$ cat src/rtl/brb_pkg.sv
// Shared constants for the byte ring buffer with indexed edit.
// Holds the operation codes and the fixed field widths; no dependencies.
`default_nettype none

package brb_pkg;

	localparam int OP_W   = 3;
	localparam int POS_W  = 7;
	localparam int BYTE_W = 8;
	localparam int CAP_W  = 7;
	localparam int CNT_OUT_W = 7;
	localparam int APB_AW = 3;
	localparam int APB_DW = 32;

	localparam logic [OP_W-1:0] OP_WRITE  = 3'd0;
	localparam logic [OP_W-1:0] OP_READ   = 3'd1;
	localparam logic [OP_W-1:0] OP_PEEK   = 3'd2;
	localparam logic [OP_W-1:0] OP_INSERT = 3'd3;
	localparam logic [OP_W-1:0] OP_REMOVE = 3'd4;
	localparam logic [OP_W-1:0] OP_CLEAR  = 3'd5;

	// Register word index within the configuration space.
	localparam logic REG_CAPACITY = 1'b0;

	localparam logic [CAP_W-1:0] CAP_RESET = 7'd64;

endpackage

`default_nettype wire

$ cat src/rtl/byte_ring_buffer_with_indexed_edit.sv
// Byte ring buffer with indexed insert and remove; top level.
// Write needs no shift; insert and remove take longer the further the position lies
// from the end of the fill, and clear and refusals are the quickest. One transaction at
// a time, returning to idle after each result: the store moves one byte per cycle
// during a shift, which sets the throughput.
// Results cannot be stalled. Reset clears head, count and sequencer and sets capacity to 64.
`default_nettype none

module byte_ring_buffer_with_indexed_edit
	import brb_pkg::*;
#(
	parameter int DEPTH = 64
) (
	input  wire                    clk,
	input  wire                    arst_n,
	// command channel
	input  wire                    start,
	output logic                   busy,
	input  wire  [OP_W-1:0]        operation,
	input  wire  [POS_W-1:0]       position,
	input  wire  [BYTE_W-1:0]      byte_in,
	// result channel
	output logic                   done,
	output logic                   ok,
	output logic [BYTE_W-1:0]      byte_out,
	output logic [CNT_OUT_W-1:0]   fill_count,
	output logic                   is_empty,
	output logic                   is_full,
	// configuration port
	input  wire                    psel,
	input  wire                    penable,
	input  wire                    pwrite,
	input  wire  [APB_AW-1:0]      paddr,
	input  wire  [APB_DW-1:0]      pwdata,
	output logic [APB_DW-1:0]      prdata,
	output logic                   pready
);

	localparam int PTR_W = $clog2(DEPTH);
	localparam int CNT_W = $clog2(DEPTH + 1);
	localparam int SW    = CNT_W + 1;
	localparam int EW    = (CNT_W > CAP_W) ? CNT_W : CAP_W;

	localparam logic [2:0] S_IDLE  = 3'd0;
	localparam logic [2:0] S_EVAL  = 3'd1;
	localparam logic [2:0] S_SHIFT = 3'd2;
	localparam logic [2:0] S_FLUSH = 3'd3;
	localparam logic [2:0] S_FIN   = 3'd4;
	localparam logic [2:0] S_DONE  = 3'd5;

	logic [2:0]        state_q;
	logic [CAP_W-1:0]  cap_q;
	logic [PTR_W-1:0]  head_q;
	logic [CNT_W-1:0]  count_q;
	logic [OP_W-1:0]   op_q;
	logic [POS_W-1:0]  pos_q;
	logic [BYTE_W-1:0] byte_q;
	logic [CNT_W-1:0]  idx_q;
	logic [CNT_W-1:0]  last_q;
	logic              up_q;
	logic              first_q;
	logic              ok_q;
	logic [BYTE_W-1:0] res_byte_q;

	// Store pipeline: slot read last cycle, the one before, and the data read.
	logic [PTR_W-1:0]  slot_s1;
	logic [PTR_W-1:0]  slot_s2;
	logic              vld_s1;
	logic              head_s1;
	logic [BYTE_W-1:0] rd_data_q;

	logic [BYTE_W-1:0] mem [DEPTH];

	logic [EW-1:0]     cap_x;
	logic [EW-1:0]     cap_eff_w;
	logic [CNT_W-1:0]  cap_eff;
	logic [EW-1:0]     cnt_w;
	logic [EW-1:0]     pos_w;
	logic              full;
	logic [SW-1:0]     sum_w;
	logic [SW-1:0]     slot_w;
	logic [PTR_W-1:0]  cur_slot;
	logic [SW-1:0]     hinc_w;
	logic [PTR_W-1:0]  head_inc;
	logic              cfg_wr;
	logic              mem_we;
	logic [PTR_W-1:0]  mem_waddr;
	logic [BYTE_W-1:0] mem_wdata;

	assign cap_x = EW'(cap_q);
	always_comb begin
		if (cap_x == '0) begin
			cap_eff_w = EW'(1);
		end else if (cap_x > EW'(DEPTH)) begin
			cap_eff_w = EW'(DEPTH);
		end else begin
			cap_eff_w = cap_x;
		end
	end
	assign cap_eff = cap_eff_w[CNT_W-1:0];

	assign cnt_w = EW'(count_q);
	assign pos_w = EW'(pos_q);
	assign full  = cnt_w >= cap_eff_w;

	// Shared wrap unit: physical slot of logical index idx_q. The sum stays
	// below twice the capacity, so one conditional subtract suffices.
	assign sum_w    = SW'(head_q) + SW'(idx_q);
	assign slot_w   = (sum_w >= SW'(cap_eff)) ? (sum_w - SW'(cap_eff)) : sum_w;
	assign cur_slot = slot_w[PTR_W-1:0];

	assign hinc_w   = SW'(head_q) + SW'(1);
	assign head_inc = (hinc_w >= SW'(cap_eff)) ? '0 : hinc_w[PTR_W-1:0];

	assign cfg_wr = psel && penable && pwrite && pready && (paddr[2] == REG_CAPACITY);

	always_comb begin
		mem_we    = 1'b0;
		mem_waddr = slot_s2;
		mem_wdata = rd_data_q;
		if ((state_q == S_SHIFT || state_q == S_FLUSH) && vld_s1) begin
			mem_we = 1'b1;
		end else if (state_q == S_FIN) begin
			mem_we    = 1'b1;
			mem_waddr = cur_slot;
			mem_wdata = byte_q;
		end
	end

	always_ff @(posedge clk) begin
		if (mem_we) begin
			mem[mem_waddr] <= mem_wdata;
		end
		rd_data_q <= mem[cur_slot];
	end

	always_ff @(posedge clk) begin
		slot_s1 <= cur_slot;
		slot_s2 <= slot_s1;
		if (state_q == S_EVAL) begin
			res_byte_q <= '0;
		end else if (head_s1) begin
			res_byte_q <= rd_data_q;
		end
		if (start && !busy) begin
			op_q   <= operation;
			pos_q  <= position;
			byte_q <= byte_in;
		end
	end

	always_ff @(posedge clk or negedge arst_n) begin
		if (!arst_n) begin
			state_q <= S_IDLE;
			cap_q   <= CAP_RESET;
			head_q  <= '0;
			count_q <= '0;
			idx_q   <= '0;
			last_q  <= '0;
			up_q    <= 1'b0;
			first_q <= 1'b0;
			ok_q    <= 1'b0;
			vld_s1  <= 1'b0;
			head_s1 <= 1'b0;
		end else begin
			vld_s1  <= (state_q == S_SHIFT) && !first_q;
			head_s1 <= (state_q == S_SHIFT) && first_q && up_q;
			if (cfg_wr) begin
				cap_q   <= pwdata[CAP_W-1:0];
				head_q  <= '0;
				count_q <= '0;
			end
			unique case (state_q)
				S_IDLE: begin
					if (start) begin
						state_q <= S_EVAL;
					end
				end
				S_EVAL: begin
					ok_q    <= 1'b0;
					first_q <= 1'b1;
					up_q    <= 1'b1;
					state_q <= S_DONE;
					case (op_q)
						OP_WRITE: begin
							if (!full) begin
								ok_q    <= 1'b1;
								idx_q   <= count_q;
								state_q <= S_FIN;
							end
						end
						OP_READ: begin
							if (count_q != '0) begin
								ok_q    <= 1'b1;
								idx_q   <= '0;
								last_q  <= '0;
								state_q <= S_SHIFT;
							end
						end
						OP_PEEK: begin
							if (pos_w < cnt_w) begin
								ok_q    <= 1'b1;
								idx_q   <= CNT_W'(pos_w);
								last_q  <= CNT_W'(pos_w);
								state_q <= S_SHIFT;
							end
						end
						OP_INSERT: begin
							if (pos_w <= cnt_w && !full) begin
								ok_q    <= 1'b1;
								idx_q   <= count_q;
								last_q  <= CNT_W'(pos_w);
								up_q    <= 1'b0;
								state_q <= S_SHIFT;
							end
						end
						OP_REMOVE: begin
							if (pos_w < cnt_w) begin
								ok_q    <= 1'b1;
								idx_q   <= CNT_W'(pos_w);
								last_q  <= count_q - CNT_W'(1);
								state_q <= S_SHIFT;
							end
						end
						OP_CLEAR: begin
							ok_q    <= 1'b1;
							head_q  <= '0;
							count_q <= '0;
						end
						default: begin
							ok_q <= 1'b0;
						end
					endcase
				end
				S_SHIFT: begin
					first_q <= 1'b0;
					if (idx_q == last_q) begin
						state_q <= S_FLUSH;
					end else if (up_q) begin
						idx_q <= idx_q + CNT_W'(1);
					end else begin
						idx_q <= idx_q - CNT_W'(1);
					end
				end
				S_FLUSH: begin
					state_q <= S_DONE;
					case (op_q)
						OP_INSERT: begin
							state_q <= S_FIN;
						end
						OP_READ: begin
							head_q  <= head_inc;
							count_q <= count_q - CNT_W'(1);
						end
						OP_REMOVE: begin
							count_q <= count_q - CNT_W'(1);
						end
						default: begin
							count_q <= count_q;
						end
					endcase
				end
				S_FIN: begin
					count_q <= count_q + CNT_W'(1);
					state_q <= S_DONE;
				end
				S_DONE: begin
					state_q <= S_IDLE;
				end
				default: begin
					state_q <= S_IDLE;
				end
			endcase
		end
	end

	assign busy       = state_q != S_IDLE;
	assign done       = state_q == S_DONE;
	assign ok         = ok_q;
	assign byte_out   = res_byte_q;
	assign fill_count = CNT_OUT_W'(count_q);
	assign is_empty   = count_q == '0;
	assign is_full    = count_q == cap_eff;
	assign pready     = 1'b1;
	assign prdata     = (paddr[2] == REG_CAPACITY) ? APB_DW'(cap_q) : '0;

	// The fill count never exceeds the capacity in force.
	a_count_in_range: assert property (@(posedge clk) disable iff (!arst_n)
		!(cnt_w > cap_eff_w))
		else $error("fill count above capacity");

	// The head pointer always addresses a slot inside the capacity.
	a_head_in_range: assert property (@(posedge clk) disable iff (!arst_n)
		SW'(head_q) < SW'(cap_eff))
		else $error("head pointer outside capacity");

	// An accepted transaction makes the block busy, with no result in the next cycle.
	a_accept_busy: assert property (@(posedge clk) disable iff (!arst_n)
		start && !busy |=> busy && !done)
		else $error("accepted transaction did not start");

	// The block only returns to idle right after delivering a result.
	a_idle_after_done: assert property (@(posedge clk) disable iff (!arst_n)
		$fell(busy) |-> $past(done))
		else $error("idle without a result");

endmodule

`default_nettype wire

$ cat config.mk
export PLATFORM = sky130hd
export DESIGN_NAME = byte_ring_buffer_with_indexed_edit
export DESIGN_NICKNAME = d
export VERILOG_FILES = /design/src/rtl/brb_pkg.sv /design/src/rtl/byte_ring_buffer_with_indexed_edit.sv
export SDC_FILE = /design/constraint.sdc
export NUM_CORES = 1
export LEC_CHECK = 0
export BUFFER_PORTS_ARGS = -buffer_cell sky130_fd_sc_hd__clkbuf_2
export CAP_MARGIN = 20
export CORE_MARGIN = 2
export CORE_UTILIZATION = 56
export DETAILED_ROUTE_END_ITERATION = 10
export PLACE_DENSITY_LB_ADDON = 0.25
export SYNTH_ARGS = -nofsm -noshare
export SYNTH_HDL_FRONTEND = slang
export SYNTH_SLANG_ARGS = --single-unit
$ cat constraint.sdc
create_clock -name clk -period 4.7 [get_ports clk]
set_clock_uncertainty 0.2 [all_clocks]
set_input_delay 0.94 -clock clk [delete_from_list [all_inputs] [get_ports clk]]
set_output_delay 0.94 -clock clk [all_outputs]
set_load 0.01 [all_outputs]
Yosys cells after proc, flatten, opt, wreduce, memory -nomap -nowiden
Memory sizes are Yosys's and may differ from the RTL's. A register that Yosys moved wholly into a read port is not among the register bits.
Index checks and enable logic that the tools add are counted.

storage, ports and cells
  memories = 1
  bits in writable memories = 512
  register bits = 80
  bits of input ports = 59

memory list
  name  words  bits a word  rd ports  clocked after Yosys merged registers in  write ports  line                                      text
  mem   64     8            1         1                                        1            byte_ring_buffer_with_indexed_edit.sv:72  logic [BYTE_W-1:0] mem [DEPTH];

cells by class
  bitwise logic cells = 1
  reduce and logical (&&, ||, !) cells = 26
  $lt $le $gt $ge = 6
  add/sub/neg operators = 7
  muxes and demuxes = 49
  equal/unequal tests = 25

operators by type and width
  operator               number
  $mux W7                13
  $pmux W7 S4            2
  $mux W6                7
  $pmux W7 S2            2
  $pmux W7 S3            1
  $mux W8                2
  $mux W3                5
  $pmux W3 S5            1
  $add A7 B1 Y7 const B  2
  $eq A7 B7 Y1           2
  $ge A7 B7 Y1           2
  $logic_not A7 Y1       2
  $sub A7 B1 Y7 const B  2
  $eq A3 B2 Y1 const B   4
  $eq A3 B3 Y1 const B   4
  $mux W1                12
  $ne A2 B2 Y1 const B   6
  $pmux W3 S4            1
  $pmux W6 S2            1
  $logic_and A1 B1 Y1    9
  $ne A3 B3 Y1 const B   3
  $add A6 B7 Y8          1
  $ge A8 B7 Y1           1
  $add A6 B1 Y7 const B  1
  other kinds (22)       28

Depth between registers and ports, before layout
  depth after elaboration = 9
  gate-level depth with buffers = 23
  mapped depth without buffers = 20

Worst setup path after synthesis
No wires, ideal clock.

  path kind = register to register
  start = reg idx_q[0]
  end = mem mem[48][0] (enable)
  slack = -18 ps
  arrival = 4,147 ps
  setup time = 370 ps
  clock period less this slack = 4,718 ps
  required time = 4,130 ps
  cell stages (with the launch flop) = 18
  cells stage by stage = dfrtp_1 > ha_1 > inv_1 > clkbuf_1 > clkbuf_1 > ha_1 > fa_1 > nand2b_1 > a21oi_2 > o211ai_4 > nand2_2 > mux2i_4 > inv_2 > buf_2 > buf_2 > o31ai_2 > nand2_1 > nor2_1

between the ends
  word-level cells in the longest chain between the ends = 5

ends and longest elaborated chain
  element                                        line                                       text
  start, declared                                byte_ring_buffer_with_indexed_edit.sv:58   logic [CNT_W-1:0] idx_q;
  start signal, assigned                         byte_ring_buffer_with_indexed_edit.sv:188  idx_q <= count_q;
  start signal, assigned                         byte_ring_buffer_with_indexed_edit.sv:203  idx_q <= CNT_W'(pos_w);
  start signal, assigned                         byte_ring_buffer_with_indexed_edit.sv:211  idx_q <= count_q;
  $add A6 B7 Y8 *                                byte_ring_buffer_with_indexed_edit.sv:108  assign sum_w = SW'(head_q) + SW'(idx_q);
  $ge A8 B7 Y1 or $sub A6 B6 Y6 (tied branches)  byte_ring_buffer_with_indexed_edit.sv:109  assign slot_w = (sum_w >= SW'(cap_eff)) ? (sum_w - SW'(cap_eff)) : sum_w;
  $mux W6 *                                      byte_ring_buffer_with_indexed_edit.sv:109
  net slot_w[3]                                  byte_ring_buffer_with_indexed_edit.sv:81   logic [SW-1:0] slot_w;
  $mux W6 *                                      byte_ring_buffer_with_indexed_edit.sv:123  end else if (state_q == S_FIN) begin
  $mux W6 *                                      byte_ring_buffer_with_indexed_edit.sv:121  if ((state_q == S_SHIFT || state_q == S_FLUSH) && vld_s1) begin
  end, declared                                  byte_ring_buffer_with_indexed_edit.sv:72

The timed path passes the listed nets; every way through them passes the cells marked *.

Final worst setup path
  start = reg head_q[1]
  end = reg rd_data_q[5] (read register of mem)

between the ends
  word-level cells in the longest chain between the ends = 3

ends and longest elaborated chain
  element                                        line                                       text
  start, declared                                byte_ring_buffer_with_indexed_edit.sv:53   logic [PTR_W-1:0] head_q;
  start signal, assigned                         byte_ring_buffer_with_indexed_edit.sv:252  head_q <= head_inc;
  $add A6 B7 Y8 *                                byte_ring_buffer_with_indexed_edit.sv:108
  $ge A8 B7 Y1 or $sub A6 B6 Y6 (tied branches)  byte_ring_buffer_with_indexed_edit.sv:109
  $mux W6 *                                      byte_ring_buffer_with_indexed_edit.sv:109
  end, declared                                  byte_ring_buffer_with_indexed_edit.sv:70   logic [BYTE_W-1:0] rd_data_q;

Every way passes the cells marked *; elsewhere a longest branch is shown, timed or not.
A chain may end at the register's enable or synchronous reset.

==> impl_metrics.toml <==
[run_status]
run_status = "completed"

[run]
maxCapViolCount = 0

[worst_setup_path]
cp_max_fo = 16
crit_start = "head_q[1]$_DFF_PN0_"
worstSetupPathType = "reg2reg"
reg2regPathDepth = 17
r2r_start = "head_q[1]$_DFF_PN0_"
start_kind = "flop"
worstReg2RegEnd = "rd_data_q[5]$_DFF_P_"
cp.arrival_ps = 4940
end_kind = "flop"
cp_data_required_time_ps = 5030
r2r_slack_ps = 80
crit_end = "rd_data_q[5]$_DFF_P_"

[floorplan]
die_y_um = 228
start_util = 0.565
num_io_pins = 112
rows = 82
die_area_um2 = 52100
core_area_um2 = 49900
chipWidth_um = 228

[sta]
final_hold_viol_count = 0
drv_slew = 0
max_freq_ghz = 0.217
min_period_over_period = 0.982
fin_crit_ps = 4620
tightestPinTransition_ps = 1070
fin_ws_ps = 84.2
setup-violations-final = 0
max_slew_margin = 0.286

[layout]
multiInputGateArea_um2 = 10000
fill_cells = 3500
syn2layout_area_growth_pct = 17.5
post-route-util = 0.664
diodes = 0
seq_area_um2 = 17500
drive_above_1_share = 0.200
nets = 2623

[clock_network]
cts_buffer_depth = 3
clk_root_buffer_cell = "clkbuf_16"
clk_pin_slew_ps = 60
cts.htree.levels = 2
cts_tree = "yes"
cts.sinks = 600
cts_inserted_buffers = 59
clk_latency_ps = 640

[synth]
synth-edff-count = 530
synth_xor_area_frac = 0.00964
synth_mux_area_frac = 0.0440
synthCells = 2328
synthSimpleGateAreaFrac = 0.114
synth_top_family_by_area = "compound AO/OA/AOI/OAI gates"
synthesis.area_um2 = 28200
synth_adder_area_share = 0.0211
synth-compound-area-share = 0.150
synth_warnings = 0
synth-seq-area-share = 0.622
avgSynthCellArea_um2 = 12.1
async_flop_share = 0.0700
ys_types = 79
ys.flop_type = "edfxtp_1"
ys_ff_latch = 600

[drt]
ant_nets = 0
first_pass_iters = 5
drc = 0
vias = 20711
drtIter0Drc = 2594
drt-total-wl_um = 77600
viasPerCell = 6.39
wl_per_cell_um = 23.9

[worst_hold_path]
min-delay-start = "slot_s1[4]$_DFF_P_"
min_path_type = "reg2reg"

[placement]
dp_slack_ps = -108
gp_congestion = 0.927
port_buffers = 58
dpl.hpwl_um = 48700

[global_routing]
antenna_found_initial = 1
grt_usage = 0.287
grt_first_pass_wirelength_um = 116000
grt_max_degree = 76
grt.overflow.total = 0
grt_pass1_vias = 20052
==> worst min-delay path by stage <==
stage,slack (ps),cells past startpoint,endpoint
final,130,0,slot_s2[4]$_DFF_P_
after global routing,130,0,slot_s2[0]$_DFF_P_
after floorplan,110,0,slot_s2[0]$_DFF_P_
after detailed placement,110,0,slot_s2[0]$_DFF_P_
after global placement,110,0,slot_s2[1]$_DFF_P_
after CTS,130,0,slot_s2[0]$_DFF_P_
==> through the flow <==
step                      hold slack, ps  TNS (ps)  instance area [um2]  cells
after global placement               111         0                30400   3093
after global routing                 130     -1250                33100   3241
after floorplan                      110     -4280                28300   2352
final                                127         0                33100   3241
after detailed placement             112     -5000                30400   3093
after CTS                            127         0                32400   3207
==> cell type report <==
type,count,share of cell area
clock inverters,43,0.0127
clock buffers,68,0.0459
flip-flops and latches,600,0.530
well taps,672,0.0254
multi-input cells,1524,0.303
inverters,31,0.00352
repair buffers,303,0.0798
==> state kept, by name (all words and copies together), names as in the netlist <==
signal and cells:
pos_q 7, vld_s1 1, mem 512, cap_q 7
byte_out 8, ok 1, slot_s2 6, up_q 1
fill_count 7, state_q 3, op_q 3, byte_q 8
head_s1 1, idx_q 7, first_q 1, last_q 7
rd_data_q 8, slot_s1 6, head_q 6
==> repair_timing <==
action                                  4_1_cts  5_1_grt
pin swaps                                     0       25
endpoints found under the setup margin      128      520
resized for setup                            11       73
buffers inserted                              2       25
cloned                                        1        5
hold buffers                                  0        1
endpoints found under the hold margin         0        7
==> cell families (layout without fill, tap and decap cells) <==
| kind of cell | after synthesis | in the layout |
|---|---|---|
| flops | 600 | 600 |
| mux | 117 | 117 |
| xor+xnor | 31 | 31 |
| simple gates | 722 | 722 |
| fa+ha+maj | 46 | 46 |
| compound gates | 582 | 582 |
| buf+inv | 228 | 445 |
| other cells | 2 | 26 |
==> routing by layer <==
| layer | up-vias | routed length [um] | track usage |
|---|---|---|---|
| met1 | 10102 | 30400 | 0.382 |
| li1 | 9276 | - | - |
| met2 | 1100 | 37200 | 0.475 |
| met5 | - | 0 | 0 |
| met4 | 0 | 3320 | 0.121 |
| met3 | 233 | 6650 | 0.0437 |
==> synth_stat cells (all sizes together) (6+ instances only) <==
cell type / n / area [um2]
nand3: 160 / 801
nor2: 130 / 498
ha: 42 / 526
mux2: 21 / 267
nor3: 10 / 61.3
a32oi: 17 / 149
buf: 88 / 559
a31o: 8 / 70.1
nor2b: 14 / 87.6
mux2i: 96 / 973
o2111ai: 16 / 140
a221oi: 35 / 307
o21ai: 119 / 618
or3: 7 / 43.8
dfrtp: 41 / 1030
xnor2: 22 / 193
a221o: 9 / 90.1
o31ai: 11 / 97.6
o211ai: 25 / 211
xor2: 9 / 78.8
a311o: 8 / 80.1
a311oi: 57 / 499
o221ai: 6 / 52.6
a211oi: 98 / 746
edfxtp: 530 / 15900
clkbuf: 109 / 409
a21oi: 84 / 435
nand2b: 8 / 50.1
a211o: 27 / 236
a21o: 17 / 128
dfxtp: 28 / 561
o22ai: 6 / 50.0
a22oi: 16 / 120
and3: 51 / 319
inv: 31 / 116
nand2: 319 / 1200
==> placed cells by master (no fill, tap or decap), types with 22 or more instances in the layout <==
master     instances
buf_4            194
o21ai_0          101
buf_12            24
a221oi_1          28
mux2i_1           93
a21oi_1           79
dfrtp_1           40
conb_1            26
clkbuf_2          58
dfxtp_1           28
o211ai_1          22
and3_1            51
a211o_1           27
clkbuf_16         64
a311oi_1          56
inv_1             25
nand2_1          298
nand3_1          159
edfxtp_1         530
ha_1              35
nor2_1           119
a211oi_1          92
==> critical path, stage by stage, from the launching register on <==
cell      delay [ps]
dfrtp_1          400
ha_1             340
a211oi_2         330
o21ai_1          120
xor2_1           190
ha_1             330
a21oi_4          170
nand2_2          100
o211a_4          260
buf_12           160
nor3_4           290
nor2_4           110
buf_12           170
buf_8            150
mux2_4           310
o211ai_1         300
o211ai_1         260
a31o_1           290
Power is left out: the tool's default activity adds up to more than one toggle a clock period on the data nets, which glitch-free logic cannot reach.
